<file path="config.mk">
export PLATFORM = sky130hd
export DESIGN_NAME = rotated_checker_overlay_top_flat
export DESIGN_NICKNAME = d
export VERILOG_FILES = /design/src/rtl/rco_pkg.sv /design/src/rtl/rco_if.sv /design/src/rtl/rco_cfg_regs.sv /design/src/rtl/rco_rotate.sv /design/src/rtl/rco_div_pipe.sv /design/src/rtl/rotated_checker_overlay_top.sv /design/src/flat_wrapper.sv
export SDC_FILE = /design/constraint.sdc
export NUM_CORES = 2
export LEC_CHECK = 0
export BUFFER_PORTS_ARGS = -buffer_cell sky130_fd_sc_hd__buf_2
export CORE_MARGIN = 4
export CORE_UTILIZATION = 45
export DETAILED_ROUTE_END_ITERATION = 16
export GPL_TIMING_DRIVEN = 0
export PLACE_DENSITY = 0.68
export SLEW_MARGIN = 0
export SYNTH_ARGS = -nofsm -noshare
export SYNTH_HDL_FRONTEND = slang
export SYNTH_HIERARCHICAL = 1
export SYNTH_SLANG_ARGS = --single-unit
</file>
<file path="constraint.sdc">
create_clock -name clk -period 22.5 [get_ports clk]
set_input_delay 2.25 -clock clk [delete_from_list [all_inputs] [get_ports clk]]
set_output_delay 2.25 -clock clk [all_outputs]
set_load 0.01 [all_outputs]
</file>
<file path="src/rtl/rco_pkg.sv">
// Shared types, widths and helper functions for the rotated checker overlay.
// Used by the channel interfaces and by every module of the block.
package rco_pkg;

  localparam int PIX_W      = 10;
  localparam int IDX_W      = 8;
  localparam int ANG_W      = 16;
  localparam int CELL_W     = 8;
  localparam int DIM_W      = 11;
  localparam int CFG_IDX_W  = 3;
  localparam int CFG_DATA_W = 16;

  localparam int DX_W   = PIX_W + 2;
  localparam int PROD_W = DX_W + ANG_W;
  localparam int SUM_W  = PROD_W + 1;

  localparam int FRAC_BITS_DEF = 14;

  localparam logic [ANG_W-1:0]  COS_RESET   = 16'd16384;
  localparam logic [ANG_W-1:0]  SIN_RESET   = 16'd0;
  localparam logic [CELL_W-1:0] CELL_RESET  = 8'd24;
  localparam logic [DIM_W-1:0]  WIDTH_RESET = 11'd320;
  localparam logic [DIM_W-1:0]  HEIGHT_RESET = 11'd200;
  localparam logic [IDX_W-1:0]  LIGHT_RESET = 8'd74;

  typedef enum logic [CFG_IDX_W-1:0] {
    CFG_COS    = 3'd0,
    CFG_SIN    = 3'd1,
    CFG_CELL   = 3'd2,
    CFG_WIDTH  = 3'd3,
    CFG_HEIGHT = 3'd4,
    CFG_LIGHT  = 3'd5
  } cfg_reg_e;

  typedef struct packed {
    logic [ANG_W-1:0]  cos_angle;
    logic [ANG_W-1:0]  sin_angle;
    logic [CELL_W-1:0] cell_size;
    logic [DIM_W-1:0]  screen_width;
    logic [DIM_W-1:0]  screen_height;
    logic [IDX_W-1:0]  light_offset;
  } cfg_t;

  // One restoring division step: returns {quotient bit, new remainder}.
  function automatic logic [CELL_W:0] div_step(input logic [CELL_W-1:0] rem,
                                               input logic              din,
                                               input logic [CELL_W-1:0] dvs);
    logic [CELL_W:0] trial;
    logic [CELL_W:0] diff;
    trial = {rem, din};
    diff  = trial - {1'b0, dvs};
    if (trial >= {1'b0, dvs}) begin
      div_step = {1'b1, diff[CELL_W-1:0]};
    end else begin
      div_step = {1'b0, trial[CELL_W-1:0]};
    end
  endfunction

endpackage

</file>
<file path="src/rtl/rco_if.sv">
// Valid/ready channel interfaces for pixel beats, result beats and register writes.
// Depends on rco_pkg for field widths.
interface rco_pix_if;
  logic                       valid;
  logic                       ready;
  logic [rco_pkg::PIX_W-1:0]  pixel_x;
  logic [rco_pkg::PIX_W-1:0]  pixel_y;
  logic [rco_pkg::IDX_W-1:0]  index_in;
  modport source(output valid, pixel_x, pixel_y, index_in, input ready);
  modport sink(input valid, pixel_x, pixel_y, index_in, output ready);
endinterface

interface rco_res_if;
  logic                       valid;
  logic                       ready;
  logic [rco_pkg::IDX_W-1:0]  index_out;
  logic                       on_light_cell;
  modport source(output valid, index_out, on_light_cell, input ready);
  modport sink(input valid, index_out, on_light_cell, output ready);
endinterface

interface rco_cfg_if;
  logic                            valid;
  logic                            ready;
  logic [rco_pkg::CFG_IDX_W-1:0]   index;
  logic [rco_pkg::CFG_DATA_W-1:0]  data;
  modport source(output valid, index, data, input ready);
  modport sink(input valid, index, data, output ready);
endinterface

</file>
<file path="src/rtl/rco_cfg_regs.sv">
// Configuration register file for the overlay, written one beat at a time.
// Depends on rco_pkg for the register codes and the cfg_t struct.
module rco_cfg_regs (
  input  logic                           clk,
  input  logic                           rst,
  input  logic                           wr_valid,
  output logic                           wr_ready,
  input  logic [rco_pkg::CFG_IDX_W-1:0]  wr_index,
  input  logic [rco_pkg::CFG_DATA_W-1:0] wr_data,
  output rco_pkg::cfg_t                  cfg
);

  rco_pkg::cfg_t cfg_next;

  assign wr_ready = 1'b1;

  always_comb begin
    cfg_next = cfg;
    if (wr_valid) begin
      unique case (wr_index)
        rco_pkg::CFG_COS:    cfg_next.cos_angle     = wr_data;
        rco_pkg::CFG_SIN:    cfg_next.sin_angle     = wr_data;
        rco_pkg::CFG_CELL:   cfg_next.cell_size     = wr_data[rco_pkg::CELL_W-1:0];
        rco_pkg::CFG_WIDTH:  cfg_next.screen_width  = wr_data[rco_pkg::DIM_W-1:0];
        rco_pkg::CFG_HEIGHT: cfg_next.screen_height = wr_data[rco_pkg::DIM_W-1:0];
        rco_pkg::CFG_LIGHT:  cfg_next.light_offset  = wr_data[rco_pkg::IDX_W-1:0];
        default:             cfg_next = cfg;
      endcase
    end
  end

  always_ff @(posedge clk) begin
    if (rst) begin
      cfg.cos_angle     <= rco_pkg::COS_RESET;
      cfg.sin_angle     <= rco_pkg::SIN_RESET;
      cfg.cell_size     <= rco_pkg::CELL_RESET;
      cfg.screen_width  <= rco_pkg::WIDTH_RESET;
      cfg.screen_height <= rco_pkg::HEIGHT_RESET;
      cfg.light_offset  <= rco_pkg::LIGHT_RESET;
    end else begin
      cfg <= cfg_next;
    end
  end

endmodule

</file>
<file path="src/rtl/rco_rotate.sv">
// Three-stage front end: center offset, rotation products, sums and scaling.
// Produces the magnitude and sign of each coarse coordinate; depends on rco_pkg.
module rco_rotate #(
  parameter int FRAC_BITS = rco_pkg::FRAC_BITS_DEF,
  localparam int Q_W = rco_pkg::SUM_W - FRAC_BITS - 1,
  localparam int M_W = Q_W - 1
) (
  input  logic                        clk,
  input  logic                        rst,
  input  logic                        adv,
  input  logic                        in_valid,
  input  logic [rco_pkg::PIX_W-1:0]   pixel_x,
  input  logic [rco_pkg::PIX_W-1:0]   pixel_y,
  input  logic [rco_pkg::IDX_W-1:0]   index_in,
  input  rco_pkg::cfg_t               cfg,
  output logic                        out_valid,
  output logic [M_W-1:0]              mag_u,
  output logic                        neg_u,
  output logic [M_W-1:0]              mag_v,
  output logic                        neg_v,
  output logic [rco_pkg::IDX_W-1:0]   index_out
);

  localparam int DX_W   = rco_pkg::DX_W;
  localparam int PROD_W = rco_pkg::PROD_W;
  localparam int SUM_W  = rco_pkg::SUM_W;

  logic                        v1;
  logic signed [DX_W-1:0]      dx;
  logic signed [DX_W-1:0]      dy;
  logic [rco_pkg::IDX_W-1:0]   idx1;

  logic                        v2;
  logic signed [PROD_W-1:0]    p_xc;
  logic signed [PROD_W-1:0]    p_ys;
  logic signed [PROD_W-1:0]    p_xs;
  logic signed [PROD_W-1:0]    p_yc;
  logic [rco_pkg::IDX_W-1:0]   idx2;

  logic signed [SUM_W-1:0]     sum_u;
  logic signed [SUM_W-1:0]     sum_v;
  logic [Q_W-1:0]              q_u;
  logic [Q_W-1:0]              q_v;

  always_ff @(posedge clk) begin
    if (rst) begin
      v1        <= 1'b0;
      v2        <= 1'b0;
      out_valid <= 1'b0;
    end else if (adv) begin
      v1        <= in_valid;
      v2        <= v1;
      out_valid <= v2;
    end
  end

  always_ff @(posedge clk) begin
    if (adv) begin
      dx   <= $signed({1'b0, pixel_x, 1'b1}) - $signed({1'b0, cfg.screen_width});
      dy   <= $signed({1'b0, pixel_y, 1'b1}) - $signed({1'b0, cfg.screen_height});
      idx1 <= index_in;

      p_xc <= PROD_W'(dx * $signed(cfg.cos_angle));
      p_ys <= PROD_W'(dy * $signed(cfg.sin_angle));
      p_xs <= PROD_W'(dx * $signed(cfg.sin_angle));
      p_yc <= PROD_W'(dy * $signed(cfg.cos_angle));
      idx2 <= idx1;

      neg_u     <= q_u[Q_W-1];
      mag_u     <= q_u[Q_W-1] ? ~q_u[M_W-1:0] : q_u[M_W-1:0];
      neg_v     <= q_v[Q_W-1];
      mag_v     <= q_v[Q_W-1] ? ~q_v[M_W-1:0] : q_v[M_W-1:0];
      index_out <= idx2;
    end
  end

  always_comb begin
    sum_u = $signed({p_xc[PROD_W-1], p_xc}) - $signed({p_ys[PROD_W-1], p_ys});
    sum_v = $signed({p_xs[PROD_W-1], p_xs}) + $signed({p_yc[PROD_W-1], p_yc});
    q_u   = sum_u[SUM_W-1:FRAC_BITS+1];
    q_v   = sum_v[SUM_W-1:FRAC_BITS+1];
  end

endmodule

</file>
<file path="src/rtl/rco_div_pipe.sv">
// Pipelined restoring division of both coarse coordinates by the cell size.
// One quotient bit per stage and lane; only the final quotient bit is kept. Uses rco_pkg.
module rco_div_pipe #(
  parameter int M_W = 12
) (
  input  logic                        clk,
  input  logic                        rst,
  input  logic                        adv,
  input  logic [rco_pkg::CELL_W-1:0]  cell_size,
  input  logic                        in_valid,
  input  logic [M_W-1:0]              mag_u,
  input  logic                        neg_u,
  input  logic [M_W-1:0]              mag_v,
  input  logic                        neg_v,
  input  logic [rco_pkg::IDX_W-1:0]   index_in,
  output logic                        out_valid,
  output logic                        parity,
  output logic [rco_pkg::IDX_W-1:0]   index_out
);

  localparam int CW = rco_pkg::CELL_W;

  logic [CW-1:0] dvs;

  logic                       vld  [M_W+1];
  logic [M_W-1:0]             mu   [M_W+1];
  logic [M_W-1:0]             mv   [M_W+1];
  logic                       nu   [M_W+1];
  logic                       nv   [M_W+1];
  logic [CW-1:0]              ru   [M_W+1];
  logic [CW-1:0]              rv   [M_W+1];
  logic                       qu   [M_W+1];
  logic                       qv   [M_W+1];
  logic [rco_pkg::IDX_W-1:0]  idx  [M_W+1];

  // A zero cell size behaves as a cell of one pixel.
  assign dvs = (cell_size == '0) ? CW'(1) : cell_size;

  assign vld[0] = in_valid;
  assign mu[0]  = mag_u;
  assign mv[0]  = mag_v;
  assign nu[0]  = neg_u;
  assign nv[0]  = neg_v;
  assign ru[0]  = '0;
  assign rv[0]  = '0;
  assign qu[0]  = 1'b0;
  assign qv[0]  = 1'b0;
  assign idx[0] = index_in;

  for (genvar k = 0; k < M_W; k++) begin : g_stage
    logic [CW:0] step_u;
    logic [CW:0] step_v;

    assign step_u = rco_pkg::div_step(ru[k], mu[k][M_W-1-k], dvs);
    assign step_v = rco_pkg::div_step(rv[k], mv[k][M_W-1-k], dvs);

    always_ff @(posedge clk) begin
      if (rst) begin
        vld[k+1] <= 1'b0;
      end else if (adv) begin
        vld[k+1] <= vld[k];
      end
    end

    always_ff @(posedge clk) begin
      if (adv) begin
        mu[k+1]  <= mu[k];
        mv[k+1]  <= mv[k];
        nu[k+1]  <= nu[k];
        nv[k+1]  <= nv[k];
        ru[k+1]  <= step_u[CW-1:0];
        rv[k+1]  <= step_v[CW-1:0];
        qu[k+1]  <= step_u[CW];
        qv[k+1]  <= step_v[CW];
        idx[k+1] <= idx[k];
      end
    end
  end

  // For a negative coordinate the quotient of its complement flips the low bit.
  assign out_valid = vld[M_W];
  assign parity    = qu[M_W] ^ nu[M_W] ^ qv[M_W] ^ nv[M_W];
  assign index_out = idx[M_W];

endmodule

</file>
<file path="src/rtl/rotated_checker_overlay_top.sv">
// Top level of the rotated checker overlay: register file, rotation front end,
// cell divider pipeline and output register. Depends on rco_pkg and rco_if.
//
//   Channel  Dir  Beat payload
//   pix      in   pixel_x, pixel_y, index_in
//   res      out  index_out, on_light_cell
//   cfg      in   index, data (register write)
//
// One pixel beat is taken every cycle while the result side drains. A beat passes
// through the rotation front end, then the divider pipeline that produces one
// quotient bit per stage, then the output register. A stalled result holds the
// whole pipeline in place. Reset is synchronous and clears all valid bits and
// restores the register defaults.
module rotated_checker_overlay_top #(
  parameter int FRAC_BITS = rco_pkg::FRAC_BITS_DEF
) (
  input  logic        clk,
  input  logic        rst,
  rco_pix_if.sink     pix,
  rco_res_if.source   res,
  rco_cfg_if.sink     cfg
);

  localparam int Q_W = rco_pkg::SUM_W - FRAC_BITS - 1;
  localparam int M_W = Q_W - 1;

  rco_pkg::cfg_t              cfg_q;
  logic                       adv;

  logic                       rot_valid;
  logic [M_W-1:0]             rot_mag_u;
  logic                       rot_neg_u;
  logic [M_W-1:0]             rot_mag_v;
  logic                       rot_neg_v;
  logic [rco_pkg::IDX_W-1:0]  rot_idx;

  logic                       div_valid;
  logic                       div_parity;
  logic [rco_pkg::IDX_W-1:0]  div_idx;

  logic                       res_valid;
  logic [rco_pkg::IDX_W-1:0]  res_index;
  logic                       res_light;

  assign adv       = !res_valid || res.ready;
  assign pix.ready = adv;

  rco_cfg_regs u_cfg (
    .clk      (clk),
    .rst      (rst),
    .wr_valid (cfg.valid),
    .wr_ready (cfg.ready),
    .wr_index (cfg.index),
    .wr_data  (cfg.data),
    .cfg      (cfg_q)
  );

  rco_rotate #(
    .FRAC_BITS (FRAC_BITS)
  ) u_rotate (
    .clk       (clk),
    .rst       (rst),
    .adv       (adv),
    .in_valid  (pix.valid),
    .pixel_x   (pix.pixel_x),
    .pixel_y   (pix.pixel_y),
    .index_in  (pix.index_in),
    .cfg       (cfg_q),
    .out_valid (rot_valid),
    .mag_u     (rot_mag_u),
    .neg_u     (rot_neg_u),
    .mag_v     (rot_mag_v),
    .neg_v     (rot_neg_v),
    .index_out (rot_idx)
  );

  rco_div_pipe #(
    .M_W (M_W)
  ) u_div (
    .clk       (clk),
    .rst       (rst),
    .adv       (adv),
    .cell_size (cfg_q.cell_size),
    .in_valid  (rot_valid),
    .mag_u     (rot_mag_u),
    .neg_u     (rot_neg_u),
    .mag_v     (rot_mag_v),
    .neg_v     (rot_neg_v),
    .index_in  (rot_idx),
    .out_valid (div_valid),
    .parity    (div_parity),
    .index_out (div_idx)
  );

  always_ff @(posedge clk) begin
    if (rst) begin
      res_valid <= 1'b0;
    end else if (adv) begin
      res_valid <= div_valid;
    end
  end

  always_ff @(posedge clk) begin
    if (adv) begin
      res_light <= div_parity;
      res_index <= div_parity ? rco_pkg::IDX_W'(div_idx + cfg_q.light_offset) : div_idx;
    end
  end

  assign res.valid         = res_valid;
  assign res.index_out     = res_index;
  assign res.on_light_cell = res_light;

`ifndef NO_ASSERTIONS
  a_div_holds_on_stall: assert property (@(posedge clk) disable iff (rst)
    !adv |=> $stable(div_valid))
    else $error("divider pipeline moved while the result beat was stalled");

  a_reset_clears_result: assert property (@(posedge clk)
    rst |=> !res.valid)
    else $error("result beat valid after reset");

  a_pix_ready_tracks_drain: assert property (@(posedge clk) disable iff (rst)
    (res.valid && !res.ready) |-> !pix.ready)
    else $error("pixel beat taken while the pipeline is stalled");
`endif

endmodule
</file>
<file path="src/flat_wrapper.sv">
// flat-port wrapper written by rule: the top's interface ports become plain ports
module rotated_checker_overlay_top_flat 
#(
  parameter int FRAC_BITS = rco_pkg::FRAC_BITS_DEF
)
  (clk, rst, pix_valid, pix_pixel_x, pix_pixel_y, pix_index_in, pix_ready, res_valid, res_index_out, res_on_light_cell, res_ready, cfg_valid, cfg_index, cfg_data, cfg_ready);
  rco_pix_if pix_i ();
  rco_res_if res_i ();
  rco_cfg_if cfg_i ();
  input  logic clk;
  input  logic rst;
  input wire logic [$bits(pix_i.valid)-1:0] pix_valid;
  input wire logic [$bits(pix_i.pixel_x)-1:0] pix_pixel_x;
  input wire logic [$bits(pix_i.pixel_y)-1:0] pix_pixel_y;
  input wire logic [$bits(pix_i.index_in)-1:0] pix_index_in;
  output wire logic [$bits(pix_i.ready)-1:0] pix_ready;
  output wire logic [$bits(res_i.valid)-1:0] res_valid;
  output wire logic [$bits(res_i.index_out)-1:0] res_index_out;
  output wire logic [$bits(res_i.on_light_cell)-1:0] res_on_light_cell;
  input wire logic [$bits(res_i.ready)-1:0] res_ready;
  input wire logic [$bits(cfg_i.valid)-1:0] cfg_valid;
  input wire logic [$bits(cfg_i.index)-1:0] cfg_index;
  input wire logic [$bits(cfg_i.data)-1:0] cfg_data;
  output wire logic [$bits(cfg_i.ready)-1:0] cfg_ready;
  assign pix_i.valid = pix_valid;
  assign pix_i.pixel_x = pix_pixel_x;
  assign pix_i.pixel_y = pix_pixel_y;
  assign pix_i.index_in = pix_index_in;
  assign pix_ready = pix_i.ready;
  assign res_valid = res_i.valid;
  assign res_index_out = res_i.index_out;
  assign res_on_light_cell = res_i.on_light_cell;
  assign res_i.ready = res_ready;
  assign cfg_i.valid = cfg_valid;
  assign cfg_i.index = cfg_index;
  assign cfg_i.data = cfg_data;
  assign cfg_ready = cfg_i.ready;
  rotated_checker_overlay_top #(.FRAC_BITS(FRAC_BITS)) u_core (.clk(clk), .rst(rst), .pix(pix_i), .res(res_i), .cfg(cfg_i));
endmodule
</file>
==> results.yml <==
status:
  outcome: "finished, final reports clean"
global_route:
  grt_util_all_layers_pct: 21.9
  pin_count_of_the_biggest_net_entering_global_routing: 76
  grt_first_pass_wirelength_microns: 253000
  initial_antenna_violation_count: 15
  first_global_vias: 43400
  grt_overflow: 0
worst_setup_path:
  timing.critical_path.required_ns: 22.99
  arrival_ns: 8.71
  reg2reg_slack_ns: 14.28
  timing.critical_path.fanout_max: 11
  crit_path_frequent_cell: "sky130_fd_sc_hd__fa_1"
  critical_path.max_stage_delay_ns: 1.03
  critPathLaunch: "u_core/u_rotate/dx[11]"
  timing.critical_path.cells: "clkinv_1, buf_1, nor2_1, fa_1, fa_1, fa_1, fa_1, inv_1, fa_1, inv_1, ha_1, o21a_1, nand2_1, a211oi_1, o31ai_1, a31oi_1, o41a_1, a221o_1, mux2i_1, nor4b_1"
  setup.worst_path.end_class: "flop"
  critical_path.startpoint_type: "flop"
  reg2reg_from: "u_core/u_rotate/dx[11]"
  timing_worst_setup_path_type: "flop to flop"
  slowest_stage: "sky130_fd_sc_hd__edfxtp_1"
layout:
  finish.net_count: 7327
  flow.area_growth_from_synthesis_pct: 8.79
  area_of_all_placed_cells_without_fillers_sq_mm: 0.0711
  final-instance-count-excl-fill: 8002
  layout-drive-gt1-share_pct: 7.85
placement:
  gp_congestion: 0.993
  dpl.cell_count: 7846
  placement.io_buffers: 59
  hpwl_microns: 125000
  placed_cell_area_sq_mm: 0.0684
floorplanning:
  core.rowCount: 139
  dieWidth_microns: 389
  initial_core_util_pct: 45.4
  die_area_sq_mm: 0.151
  floorplan.core_area_sq_mm: 0.144
  io_pins: 64
  dieHeight_microns: 389
clock_network:
  ctsHoldBuffers: 0
  cts_tree: "yes"
  clock-sinks: 764
  cts-root-to-sink-buffers: 3
  clk-insertion-delay-late_ns: 0.70
  post-cts-setup-buffers: 0
  numCtsBuffers: 80
  ctsResizeCount: 0
  path_clk_slew_ns: 0.06
  htree_num_levels: 3
  cts-root-buf: "sky130_fd_sc_hd__clkbuf_16"
yosys:
  synth_top_flop_cell: "sky130_fd_sc_hd__edfxtp_1"
  synth.avg_cell_area_sq_um: 11.1
  ys_seq_elements: 764
  synth-async-reset-ratio_pct: 0
  synthCells: 5872
  synth_cell_type_count: 94
  seq_area_frac_synth_pct: 33.8
  synth_edf_count: 677
  yosys_warnings: 6
  syn_nets: 7174
  syn-cell-area_sq_mm: 0.0654
power:
  p_leak_nw: 32.1
  totalPowerFinal_mw: 6.90
  power.density_mw_per_mm2: 97.0
  power.ir.vdd_worst_mv: 0.0726
detailed_routing:
  drc: 0
  postRouteAntennaNets: 0
  drt-met1-wl_microns: 69900
  wl_per_cell_microns: 20.4
  maxUsedRoutingLayer: "met4"
  drt_pass1_iterations: 6
  met3_wirelength_microns: 15600
  drt-total-wl_microns: 163000
  detailroute.via_count: 42800
  detailroute.wirelength.met2_microns: 70400
  avgViaCountPerCell: 5.35
  first_iter_violations: 3754
hold_path:
  critical_hold_path_startpoint: "u_core/u_div/mu[137]"
  min-delay-path-class: "flop to flop"
sta:
  max_freq_mhz: 122
  worstMarginPinSlew_ns: 1.47
  rsz0062_at_grt: "false"
  timing.max_slew.rel_slack_pct: 2.16
  post-route-period-util_pct: 36.6
  fin_skew_ns: 0.0540
  hold_viol_final: 0
  setup_viol: 0
  finalCriticalPeriod_ns: 8.22
  finalSetupTns_ns: 0
  final_max_slew_viol_count: 0
run:
  cap_violations: 0
registers in the layout, indices dropped and copies added, names as in the netlist, 8 cells and up:
signal,count
u_core/res.index_out,8
u_core/u_cfg/cfg,70
u_core/u_div/idx,96
u_core/u_div/index_out,8
u_core/u_div/mu,78
u_core/u_div/mv,78
u_core/u_div/nu,13
u_core/u_div/nv,13
u_core/u_div/ru,96
u_core/u_div/rv,96
u_core/u_div/vld,12
u_core/u_rotate/dx,12
u_core/u_rotate/dy,12
u_core/u_rotate/idx1,8
u_core/u_rotate/idx2,8
u_core/u_rotate/index_out,8
u_core/u_rotate/mag_u,13
u_core/u_rotate/mag_v,13
u_core/u_rotate/p_xc,28
u_core/u_rotate/p_xs,28
u_core/u_rotate/p_yc,28
u_core/u_rotate/p_ys,28
layer usage:
| layer | up-vias | global-route usage (%) |
|---|---|---|
| li1 | 19700 | - |
| met1 | 21400 | 30.4 |
| met2 | 1492 | 32.7 |
| met3 | 255 | 5.66 |
| met4 | 0 | 9.08 |
| met5 | - | 0 |
placed cells by master (no fill, tap or decap), types with 108 or more instances in the layout:
master	instances
sky130_fd_sc_hd__mux2i_1	110
sky130_fd_sc_hd__a21o_1	108
sky130_fd_sc_hd__inv_1	966
sky130_fd_sc_hd__xnor2_1	206
sky130_fd_sc_hd__fa_1	737
sky130_fd_sc_hd__nand2b_1	136
sky130_fd_sc_hd__and2_1	260
sky130_fd_sc_hd__a21oi_1	171
sky130_fd_sc_hd__nand2_1	583
sky130_fd_sc_hd__nor2_1	218
sky130_fd_sc_hd__clkbuf_1	158
sky130_fd_sc_hd__ha_1	513
sky130_fd_sc_hd__edfxtp_1	677
synth_stat cells (10+ instances only):
cell type	number	area, sq um
sky130_fd_sc_hd__buf_4	10	75.1
sky130_fd_sc_hd__mux2i_1	110	1100
sky130_fd_sc_hd__xor2_1	68	596
sky130_fd_sc_hd__o31ai_1	14	105
sky130_fd_sc_hd__dfxtp_1	87	1740
sky130_fd_sc_hd__nor2b_1	33	206
sky130_fd_sc_hd__inv_1	973	3650
sky130_fd_sc_hd__nor2_2	14	87.6
sky130_fd_sc_hd__a21o_1	108	811
sky130_fd_sc_hd__o211ai_1	16	120
sky130_fd_sc_hd__a41oi_4	12	330
sky130_fd_sc_hd__nand3_1	66	330
sky130_fd_sc_hd__o21ai_1	14	70.1
sky130_fd_sc_hd__a211o_1	13	114
sky130_fd_sc_hd__and2_1	260	1630
sky130_fd_sc_hd__fa_1	737	14800
sky130_fd_sc_hd__nand2b_1	138	863
sky130_fd_sc_hd__and3_1	17	106
sky130_fd_sc_hd__nand2_1	583	2190
sky130_fd_sc_hd__mux2_4	56	841
sky130_fd_sc_hd__a21oi_1	171	856
sky130_fd_sc_hd__o21a_1	32	240
sky130_fd_sc_hd__clkbuf_1	146	548
sky130_fd_sc_hd__o21bai_1	48	360
sky130_fd_sc_hd__ha_1	513	6420
sky130_fd_sc_hd__a211oi_2	10	125
sky130_fd_sc_hd__nand4_1	12	75.1
sky130_fd_sc_hd__edfxtp_1	677	20300
sky130_fd_sc_hd__nor2_1	218	818
sky130_fd_sc_hd__or3_1	10	62.6
sky130_fd_sc_hd__o21ai_0	90	450
sky130_fd_sc_hd__mux2_2	86	968
sky130_fd_sc_hd__nor3b_1	11	82.6
sky130_fd_sc_hd__a21oi_2	15	131
sky130_fd_sc_hd__xnor2_1	206	1800
sky130_fd_sc_hd__nor4_1	10	62.6
sky130_fd_sc_hd__a21boi_0	14	105
sky130_fd_sc_hd__a31oi_1	17	106
sky130_fd_sc_hd__a211oi_1	39	293
sky130_fd_sc_hd__nor3_1	75	375
report_power, final:
group	internal (mW)	leakage [nW]	total, mW	switching (mW)
clock network	0.799	1.32	1.37	0.574
registers	2.20	8.05	2.42	0.219
logic	1.38	22.8	3.11	1.72
path summary, 6_finish.rpt:
path | to | cells after the start
setup / recovery | u_core/u_rotate/p_xc[27] | 20
hold / removal | u_core/u_div/mu[124] | 0
setup reg to reg | u_core/u_rotate/p_xc[27] | 20
hold reg to reg | u_core/u_div/mu[124] | 0
metrics by stage:
stage,utilization (%),worst slack (ns),hold slack [ns]
after detailed placement,47.5,14.60,0.405
after CTS,49.4,14.58,0.406
after floorplan,-,1.69,0.400
after global routing,49.4,14.16,0.407
after global placement,47.3,-6.54,0.400
final,49.4,14.28,0.404
area by class of cell:
cell class | count | area [sq um]
antenna | 9 | 22.5
buffer | 176 | 792
clock buffer | 99 | 2180
clock inverter | 48 | 543
fill | 12900 | 72900
inverter | 975 | 3660
multi-input combinational | 3957 | 38900
sequential | 764 | 22100
tap | 1903 | 2380
timing repair buffer | 71 | 611
kinds of logic (layout without fill, tap and decap cells):
family	count (synthesis)	count (layout)	synth area share, %
AO/OA/AOI/OAI	695	695	7.76
XOR/XNOR	283	283	3.89
adder cells (fa/ha/maj)	1250	1250	32.4
buffers and inverters	1151	1369	6.81
flip-flops	764	764	33.8
multiplexers	252	252	4.45
other	1	10	0.00574
AND/OR/NAND/NOR	1476	1476	10.9
worst max-delay path: cells and delay by family, from the launching register on:
family                     cells  cell delay [ns]
DFF                            1             1.03
buffers and inverters          4             1.44
adders and majority gates      6             2.79
AOI/OAI and AO/OA              6             1.97
muxes                          1             0.10
and+or+nand+nor                3             0.68
No activity file was read; power rests on OpenSTA's default activity.
